[config.mk]
export PLATFORM = sky130hd
export DESIGN_NAME = nssd_ctrl
export DESIGN_NICKNAME = d
export VERILOG_FILES = /design/src/rtl/core/nssd_pkg.sv /design/src/rtl/core/nssd_ctrl.sv
export SDC_FILE = /design/constraint.sdc
export NUM_CORES = 1
export LEC_CHECK = 0
export BUFFER_PORTS_ARGS = -buffer_cell sky130_fd_sc_hd__buf_2
export CAP_MARGIN = 20
export CORE_MARGIN = 2
export CORE_UTILIZATION = 58
export CTS_CLUSTER_DIAMETER = 200
export CTS_CLUSTER_SIZE = 20
export DETAILED_ROUTE_END_ITERATION = 12
export PLACE_DENSITY = 0.84
export SLEW_MARGIN = 20
export SYNTH_ARGS = -nofsm -noshare
export SYNTH_HDL_FRONTEND = slang
export SYNTH_SLANG_ARGS = --single-unit
[constraint.sdc]
create_clock -name clk -period 4.75 [get_ports clk]
set_input_delay 0 -clock clk [delete_from_list [all_inputs] [get_ports clk]]
set_output_delay 0 -clock clk [all_outputs]
set_load 0.1 [all_outputs]
[src/rtl/core/nssd_pkg.sv]
// ----------------------------------------------------------------------------
// nssd_pkg
// Shared types and constants for the nearest sphere surface distance core.
// ----------------------------------------------------------------------------
package nssd_pkg;

  localparam int MaxSpheres = 1024;
  localparam int AddrW      = $clog2(MaxSpheres);
  localparam int CountW     = $clog2(MaxSpheres + 1);
  localparam int CoordW     = 24;
  localparam int RadW       = 23;
  localparam int DiffW      = CoordW + 1;
  localparam int SqW        = 2 * DiffW;
  localparam int SumW       = SqW + 2;
  localparam int RootW      = SumW / 2;
  localparam int DistW      = 26;
  localparam int FuncW      = 2;

  localparam logic [FuncW-1:0] FUNC_CLEAR  = 2'd0;
  localparam logic [FuncW-1:0] FUNC_APPEND = 2'd1;
  localparam logic [FuncW-1:0] FUNC_QUERY  = 2'd2;

  typedef enum logic [2:0] {
    ST_IDLE,
    ST_SCAN,
    ST_ROOT,
    ST_DRAIN,
    ST_OUT
  } state_t;

  // controller to datapath
  typedef struct packed {
    logic             load_point;
    logic             write_entry;
    logic             rd_en;
    logic [AddrW-1:0] rd_addr;
    logic             first;
    logic             take_result;
  } cmd_t;

  // datapath to controller
  typedef struct packed {
    logic busy;
  } status_t;

endpackage

[src/rtl/core/nssd_ctrl.sv]
// ----------------------------------------------------------------------------
// nssd_ctrl
// Controller: takes items, counts the table, issues one sphere at a time to
// the datapath and presents the result.
// ----------------------------------------------------------------------------
module nssd_ctrl (
  input  logic                           clk,
  input  logic                           rst,
  input  logic                           in_valid,
  output logic                           in_ready,
  input  logic [nssd_pkg::FuncW-1:0]     func,
  output logic                           out_valid,
  input  logic                           out_ready,
  output logic                           table_empty,
  output logic [nssd_pkg::AddrW-1:0]     wr_addr,
  output nssd_pkg::cmd_t                 cmd,
  input  nssd_pkg::status_t              status
);

  nssd_pkg::state_t state, state_next;
  logic [nssd_pkg::CountW-1:0] count, count_next;
  logic [nssd_pkg::CountW-1:0] idx, idx_next;
  logic empty_next;
  logic accept;

  assign accept  = in_valid && in_ready;
  assign wr_addr = count[nssd_pkg::AddrW-1:0];

  always_ff @(posedge clk) begin
    if (rst) begin
      state       <= nssd_pkg::ST_IDLE;
      count       <= '0;
      idx         <= '0;
      table_empty <= 1'b0;
    end else begin
      state       <= state_next;
      count       <= count_next;
      idx         <= idx_next;
      table_empty <= empty_next;
    end
  end

  // next state and commands
  always_comb begin
    state_next       = state;
    count_next       = count;
    idx_next         = idx;
    empty_next       = table_empty;
    in_ready         = 1'b0;
    out_valid        = 1'b0;
    cmd.load_point   = 1'b0;
    cmd.write_entry  = 1'b0;
    cmd.rd_en        = 1'b0;
    cmd.rd_addr      = idx[nssd_pkg::AddrW-1:0];
    cmd.first        = (idx == '0);
    cmd.take_result  = 1'b0;
    unique case (state)
      nssd_pkg::ST_IDLE: begin
        in_ready       = 1'b1;
        cmd.load_point = accept;
        if (accept) begin
          priority if (func == nssd_pkg::FUNC_CLEAR) begin
            count_next = '0;
          end else if (func == nssd_pkg::FUNC_APPEND) begin
            if (count < nssd_pkg::CountW'(nssd_pkg::MaxSpheres)) begin
              cmd.write_entry = 1'b1;
              count_next      = count + nssd_pkg::CountW'(1);
            end
          end else if (func == nssd_pkg::FUNC_QUERY) begin
            idx_next = '0;
            if (count == '0) begin
              empty_next      = 1'b1;
              cmd.take_result = 1'b1;
              state_next      = nssd_pkg::ST_OUT;
            end else begin
              empty_next = 1'b0;
              state_next = nssd_pkg::ST_SCAN;
            end
          end else begin
            // drop the unused code
            count_next = count;
          end
        end
      end
      // issue one sphere, then wait for its root
      nssd_pkg::ST_SCAN: begin
        cmd.rd_en  = 1'b1;
        idx_next   = idx + nssd_pkg::CountW'(1);
        state_next = nssd_pkg::ST_ROOT;
      end
      nssd_pkg::ST_ROOT: begin
        if (!status.busy) begin
          state_next = (idx == count) ? nssd_pkg::ST_DRAIN : nssd_pkg::ST_SCAN;
        end
      end
      nssd_pkg::ST_DRAIN: begin
        state_next = nssd_pkg::ST_OUT;
      end
      nssd_pkg::ST_OUT: begin
        out_valid = 1'b1;
        if (out_ready) begin
          state_next = nssd_pkg::ST_IDLE;
        end
      end
      default: begin
        state_next = nssd_pkg::ST_IDLE;
      end
    endcase
  end

endmodule

==> results of run 1 <==
==> tightest hold or removal path, stage by stage <==
cell      delay (ps)
buf_2            110
o211ai_1         150
a311oi_1          90
==> cell families (layout without fill, tap and decap cells) <==
kind of cell,count (synthesis),count (layout),share of synthesized area (%)
AND/OR/NAND/NOR,68,68,24.69
buffers and inverters,43,57,14.22
AO/OA/AOI/OAI,40,40,15.84
flip-flops,26,26,30.66
XOR/XNOR,19,19,9.801
adder cells (fa/ha/maj),4,4,2.948
multiplexers,3,3,1.842
==> cell type report <==
class,count,area (µm²),share of cell area (%)
inverter,16,65.06,3.594
timing repair buffer,37,197.7,10.92
sequential,26,520.5,28.75
multi-input combinational,134,935.9,51.69
clock buffer,3,22.52,1.244
clock inverter,1,30.03,1.659
tap,31,38.79,2.142
==> per-layer routing <==
metal  global-route usage, %  share of wire [%]  vias to the layer above
met3                   3.348                4.7                        9
met2                   39.12                 49                       50
met5                       0                  0                        -
met1                   28.12                 44                      707
met4                   10.96                2.2                        0
li1                        -                  -                      733
==> per-stage QoR <==
stage               cells  total power [mW]  hold WS (ps)  worst slack [ps]  utilization, %
global route          248            0.4874         60.98              2273           65.65
finish                248            0.4660         58.81              2416           65.65
global placement      242            0.3162         283.4              2803           63.02
detailed placement    242            0.3168         299.1              2758           63.02
CTS                   248            0.4699         50.11              2414           65.65
floorplan             203            0.3017         188.8              1513               -
==> registers in the layout, indices dropped and copies added, names as in the netlist <==
signal       cells
count           11
idx             11
state            3
table_empty      1
==> layout by cell type, fill, tap and decap left out, types with 5 or more instances in the layout <==
cell type and count:
or3_1 7, o21ai_0 8, xnor2_1 10, nor4_1 5, nor3_1 7, nand4_1 5, buf_2 34, nand2_1 6
xor2_1 9, inv_1 15, dfxtp_1 26, nor2_1 14, a21oi_1 11
==> what timing repair did <==
action	CTS	global route
gates resized for setup	0	0
hold buffers	2	0
hold endpoints to repair	5	0
buffers inserted	0	0
==> power by group through the flow <==
stage          clock network, mW  registers, mW  logic (mW)
2_1_floorplan                  0          0.232      0.0692
3_3_place_gp                   0          0.231      0.0849
3_5_place_dp                   0          0.231      0.0854
4_1_cts                    0.157          0.227      0.0868
5_1_grt                    0.168          0.227      0.0923
6_report                   0.152          0.227      0.0870
==> worst max path at each step <==
| stage | endpoint | cells past startpoint |
|---|---|---|
| after floorplan | count[1] | 4 |
| after global placement | count[9] | 5 |
| after detailed placement | count[10] | 5 |
| after CTS | cmd[13] | 3 |
| after global routing | cmd[0] | 7 |
| final | cmd[13] | 3 |
==> results.md, run 1 <==
- Traced cell by cell, the critical path runs through or4b_4 -> nor4b_2 -> buf_2.
- The number of buffers created by CTS is 3.
- The maximum fanout count along the critical path is 14.
- After synthesis, the netlist uses 48 different library cells.
- For this run, asynchronously set or reset flops after synthesis account for 0%.
- The number of antenna violations at the first check in global routing came to 0.
- In this run the standard cell core region covers 2758 µm².
- The endpoint of the worst-slack reg-to-reg timing path is count[10].
- The number of detailed-routing iterations run before antenna repair is 4.
- The die height is 58.11 µm.
- In this run the worst setup path begins at state[0].
- The post-route netlist has 21.66% of its cells at a drive strength greater than 1.
- The number of global-route vias before repair is 1,315.
- The mapped netlist covers 1698 µm².
- The critical hold path startpoint is status.
- The number of buffers and inverters on the critical path is 1.
- The final-report hold violation count is 0.
- The overall routed net length is 3662 µm.
- The placed instances occupy a cell area of 1738 µm².
- The flow ran to the end, and the final reports show no timing, DRC or antenna violations.
- The cell with the biggest individual delay on the critical path is or4b_4.
- The analysis attributes to net switching a power of 0.1396 mW.
- For the worst setup path, the data arrival time is 2330 ps.
- The required time of the critical path is 4750 ps.
- The first-pass GRT wire length is 5989 µm.
- On the worst path, the slowest cell contributes a delay of 630 ps.
- The startpoint identified for the worst register-to-register timing path is state[0].
- Counting the fill cells in the layout gives 242.
- Pin placement for this block handled 35 I/O pins.
- Setup repair after global routing left no endpoint under its margin.
- The leakage power total is 0.7430 nW.
- For this run, the post-layout net count is 229.
- The total of flip-flops plus latches after synthesis is 26.
- Clock-pin slew was measured on the worst setup and hold paths at 140 ps.
- The worst setup path is launched from a register.
- Timing would allow up to 428.4 MHz.
- The worst reg-to-reg path cell count is 5.
- Grouping stages by cell kind, the critical path spends the most delay in simple AND/OR/NAND/NOR gates.
- The leading area contributor after synthesis is dfxtp_1.
- The post-synthesis net count is 214.
- The proportion of total power due to net switching is 29.95%.
- The area growth from synthesis to layout is 6.633%.
- For this configuration, the core starts out at a cell density of 61.57%.
- For this design the ratio of total power to cell area is 257.4 nW/µm².
- The final worst-path cycle share is 49.14%.
- In this run the biggest area consumer among cell types represents 30.66% of the synthesized area.
- The worst hold path stage count is 3.
- The number of instances in the synthesized netlist is 203.
- The share of synthesized area occupied by flip-flops and latches is 30.66%.
- The tree built by TritonCTS fans out to 26 sinks.
- The worst hold path belongs to the class input pin to register.
- The count of flip-flops with a built-in enable after synthesis is 0.
- The most used flip-flop cell after synthesis is dfxtp_1.
- The cell area after layout is 1810 µm².
- The routability congestion estimate is 0.8872.
- In the post-synthesis netlist, the cell with the most instances is dfxtp_1.
- The average detailed-routed wire length per instance is 14.77 µm.
- The critical path endpoint category is a primary output.
- Setup slack on the worst reg-to-reg path comes out at 2700 ps.
- The measured slew at the worst slew-check pin is 574.9 ps.
- The count of maximum capacitance violations is 0.
- The root cell of the clock tree is clkbuf_4.
- The per-instance average area after synthesis is 8.364 µm².
- The clock tree from TritonCTS is built.
- The depth of the CTS H-tree is 1.
- For this run, design rule violations remaining after detail routing come to 0.
- The number of max-slew violations in the final report is 0.
- The total via count after detailed routing is 1,499.
- The path type of the worst setup path is register to primary output.
- The number of DRC markers after the initial detailed-route iteration is 34.
- The die covers 3376 µm².
- The final-report setup violation count is 0.
- The aggregate negative setup slack is 0 ps.
- Entering global routing, the biggest net connects 16 pins.
- The aggregate global-route resource usage is 22.90%.
- In the routed layout, each cell is associated on average with a via count of 6.044.
- The path with the worst hold slack has its endpoint at state[2].
- The buffer depth of the longest clock path is 2.
- The peak ir drop on the vdd network is 0.2158 mV.
- For the final database, setup skew stands at 3.784 ps.
- The internal power is 0.3264 mW.
- The count of buffers inserted at the top-level ports is 34.
- The later pin in the worst-skew pair is clocked with a latency of 330 ps.
- For this run, the number of Yosys warnings is 0.
- The floorplan has 19 rows.
- The fraction of power consumed by the clock network is 32.7%.
- From left edge to right edge, the die measures 58.11 µm.
- Measured against its own limit, the worst slew margin works out to 61.44%.
- By count the netlist is led by 26 x dfxtp_1, 20 x buf_4, 15 x inv_1, 14 x nor2_1, 11 x a21oi_1.
- In the post-synthesis netlist, the biggest area contributors are dfxtp_1 31%, buf_4 8.8%, xnor2_1 5.2%, xor2_1 4.6%, inv_1 3.3%.
- The wire-length estimate of the detail-placed layout is 2714 µm.
- The residual antenna-violating net count after detailed routing is 0.
- The fraction of power consumed by sequential logic is 48.6%.
- The total congestion overflow after global routing is 0.
- 0 antenna diodes ended up in the layout.
- The clock period minus final worst setup slack is 2334 ps.
- The combinational cell fraction of total power is 18.7%.
No activity file was read; power rests on OpenSTA's default activity.
==> inputs of run 2 (changes only) <==
--- a/config.mk
+++ b/config.mk
@@ -8,11 +8,11 @@
 export BUFFER_PORTS_ARGS = -buffer_cell sky130_fd_sc_hd__buf_2
 export CAP_MARGIN = 20
 export CORE_MARGIN = 2
-export CORE_UTILIZATION = 58
+export CORE_UTILIZATION = 54
 export CTS_CLUSTER_DIAMETER = 200
 export CTS_CLUSTER_SIZE = 20
 export DETAILED_ROUTE_END_ITERATION = 12
-export PLACE_DENSITY = 0.84
+export PLACE_DENSITY = 0.79
 export SLEW_MARGIN = 20
 export SYNTH_ARGS = -nofsm -noshare
 export SYNTH_HDL_FRONTEND = slang
==> constraint.sdc (replaced) <==
create_clock -name clk -period 2.2 [get_ports clk]
set_input_delay 0 -clock clk [delete_from_list [all_inputs] [get_ports clk]]
set_output_delay 0 -clock clk [all_outputs]
set_load 0.1 [all_outputs]
==> run 2 against run 1 <==
Net effect:
- sequential share of layout area decreased by 0.76 points
- sequential cell count unchanged
- via count is 0.20% lower
- clock power is 37% higher
- cell area up 3.0%
- register-to-register slack got worse by 2400 ps
- cell count up 7.3%
- non-clock buffer count is 6 higher
- combinational power is 130% higher
- clock skew is 0.86 ps lower
- global-route usage is 1.8 points lower
- largest cell class unchanged
==> results.md, run 2 (synthesized netlist as in run 1, its figures left out) <==
- The worst register-to-register path begins at state[0].
- Buffers placed on the I/O ports in this run total 34.
- The number of global-route vias before repair came to 1,271.
- The biggest cell delay along the critical path is 600 ps.
- In this run the count of I/O pins placed on the die edge is 35.
- The worst pin sits at a relative slew slack of 60.74%.
- The core region area is 3028 µm².
- Fill cells in the final layout number 294.
- Prior to clock tree synthesis, the placed netlist has a worst setup slack of 351.6 ps.
- In this run the power density over the cells is 480.0 nW/µm².
- CTS built an H-tree with a depth of 1.
- The overall routed net length is 3630 µm.
- Global routing consumed, over all layers together, 21.14% of the routing resources.
- The critical path starts at state[0].
- The data arrival time at the worst-slack endpoint is 2090 ps.
- Clock-pin slew was measured on the worst setup and hold paths at 140 ps.
- The per-cell via count in the routed design is 5.624.
- The maximum fanout count along the critical path is 5.
- The number of antenna diodes in the final layout is 0.
- The final critical path takes up 94.82% of the cycle.
- The top cell types in the final layout, fill and taps aside, are 33 x buf_2, 25 x dfxtp_1, 15 x inv_1.
- The worst setup path is launched from a register.
- The number of nets in the layout is 235.
- The number of buffers created by CTS is 3.
- Registers take 521.8 µm².
- The leakage power total is 0.7668 nW.
- The post-detailed-placement half-perimeter wirelength is 2707 µm.
- Buffers added to address setup during post-CTS repair amount to 0.
- The cell with the biggest individual delay on the critical path is or4b_4.
- The critical hold path startpoint is out_ready.
- The latest clock arrival within the worst-skew pair is 330 ps.
- The pre-antenna-repair detailed-routing pass consisted of 4 iterations.
- For the final routed database, the setup TNS stands at 0 ps.
- Entering global routing, the biggest net connects 14 pins.
- The root cell of the clock tree is clkbuf_4.
- The run finished with clean final reports.
- The worst setup path is captured at a primary output.
- The first global-routing pass estimated 5727 µm of wire.
- The clock period minus final worst setup slack is 2086 ps.
- The final-report setup violation count is 0.
- Hold timing on the final database bottoms out at a slack of 28.17 ps.
- The largest registers in the layout are count x11, idx x11, state x3.
- The tool flagged a number of max-cap violations equal to 0.
- In the final layout, the multi-input gates occupy 957.2 µm².
- The post-layout total power is 0.8948 mW.
- Static timing analysis puts the maximum clock frequency at 479.4 MHz.
- After global routing the overflow that remains totals 0.
- The number of max-slew violations in the final report is 0.
- The number of sinks handled by clock tree synthesis is 26.
- The routability congestion estimate is 0.8254.
- The type of the tightest min-delay check is input pin to register.
- The detailed router finished its first iteration with 68 violations.
- The peak ir drop on the vdd network is 0.3119 mV.
- The number of antenna violations at the first check in global routing came to 0.
- The number of design rule violations left after detail routing is 0.
- The initial utilization of the core area, before any placement, comes to 56.07%.
- The clock tree from TritonCTS is built.
- The residual antenna-violating net count after detailed routing is 0.
- The average detailed-routed wire length per instance is 13.65 µm.
- For the pin with the worst max-slew slack, the measured transition is 574.1 ps.
- The overall die width is 60.08 µm.
- For this run, the share of the core covered by cells in the final layout is 61.57%.
- Between clock sinks in the finished design, the worst skew comes to 2.925 ps.
- The path type of the worst setup path is register to primary output.
- The die area is 3609 µm².
- The post-synthesis to final-layout area growth is 9.801%.
- The library cell used most frequently in the layout, excluding fill and tap cells, is buf_2.
- The final-report hold violation count is 0.
- In this run the deepest clock path goes through 2 buffers.
- Traced cell by cell, the critical path runs through or4b_4 -> nor4b_4 -> buf_2.
- The post-route netlist has 25.68% of its cells at a drive strength greater than 1.
- The floorplan has 20 rows.
- Detailed routing inserted a total of 1,496 vias.
- The die is 60.08 µm tall.
- The required time of the critical path is 2200 ps.
- Setup repair after global routing left no endpoint under its margin.
- The worst setup margin is 113.9 ps.
==> run 2: cell count changes in the layout (fill, tap and decap cells not counted), sizes merged <==
cell	before	now
dlygate4sd3	2	1
buf	35	42
bufinv	1	0
==> run 2: report_power, final <==
part           switching [mW]  total [mW]  leakage, nW  internal, mW
clock network           0.144       0.208       0.0138        0.0644
registers             0.00582       0.483        0.210         0.477
logic                   0.153       0.204        0.543        0.0506
total                   0.303       0.895        0.767         0.592
==> run 2: cell type report <==
cell class	count	area share [%]
Timing Repair Buffer	43	13.02
Multi-Input combinational cell	134	51.34
Tap cell	44	2.953
Inverter	16	3.490
Clock buffer	3	1.208
Sequential cell	26	27.99
==> run 2: final timing paths <==
check | end | slack, ps | cells past startpoint
max | cmd[13] | 110 | 3
max reg2reg | count[10] | 300 | 5
min reg2reg | table_empty | 470 | 2
min | state[2] | 30 | 4
==> run 2: worst max-delay path, delay by kind of cell (launching register included) <==
kind	cells	cell delay, ps
flops	1	350
buf+inv	1	490
simple gates	2	920
==> run 2: through the flow <==
step	instances	cell area, µm²
2_1_floorplan	203	1720
3_3_place_gp	262	1829
3_5_place_dp	262	1829
4_1_cts	266	1862
5_1_grt	266	1864
6_report	266	1864
==> run 2: timing repair <==
item / 4_1_cts / 5_1_grt
endpoints found under the setup margin: 0 / 1
endpoints found under the hold margin: 5 / 0
hold buffers: 1 / 0
resized for setup: 0 / 2
==> run 2: routing by layer <==
layer  vias up  routed length, µm  global-route usage, %
li1        749                  -                      -
met2        31               1782                  36.02
met1       714               1688                  27.36
met4         0                 17                  3.810
met3         2                142                  4.978
met5         -                  0                      0
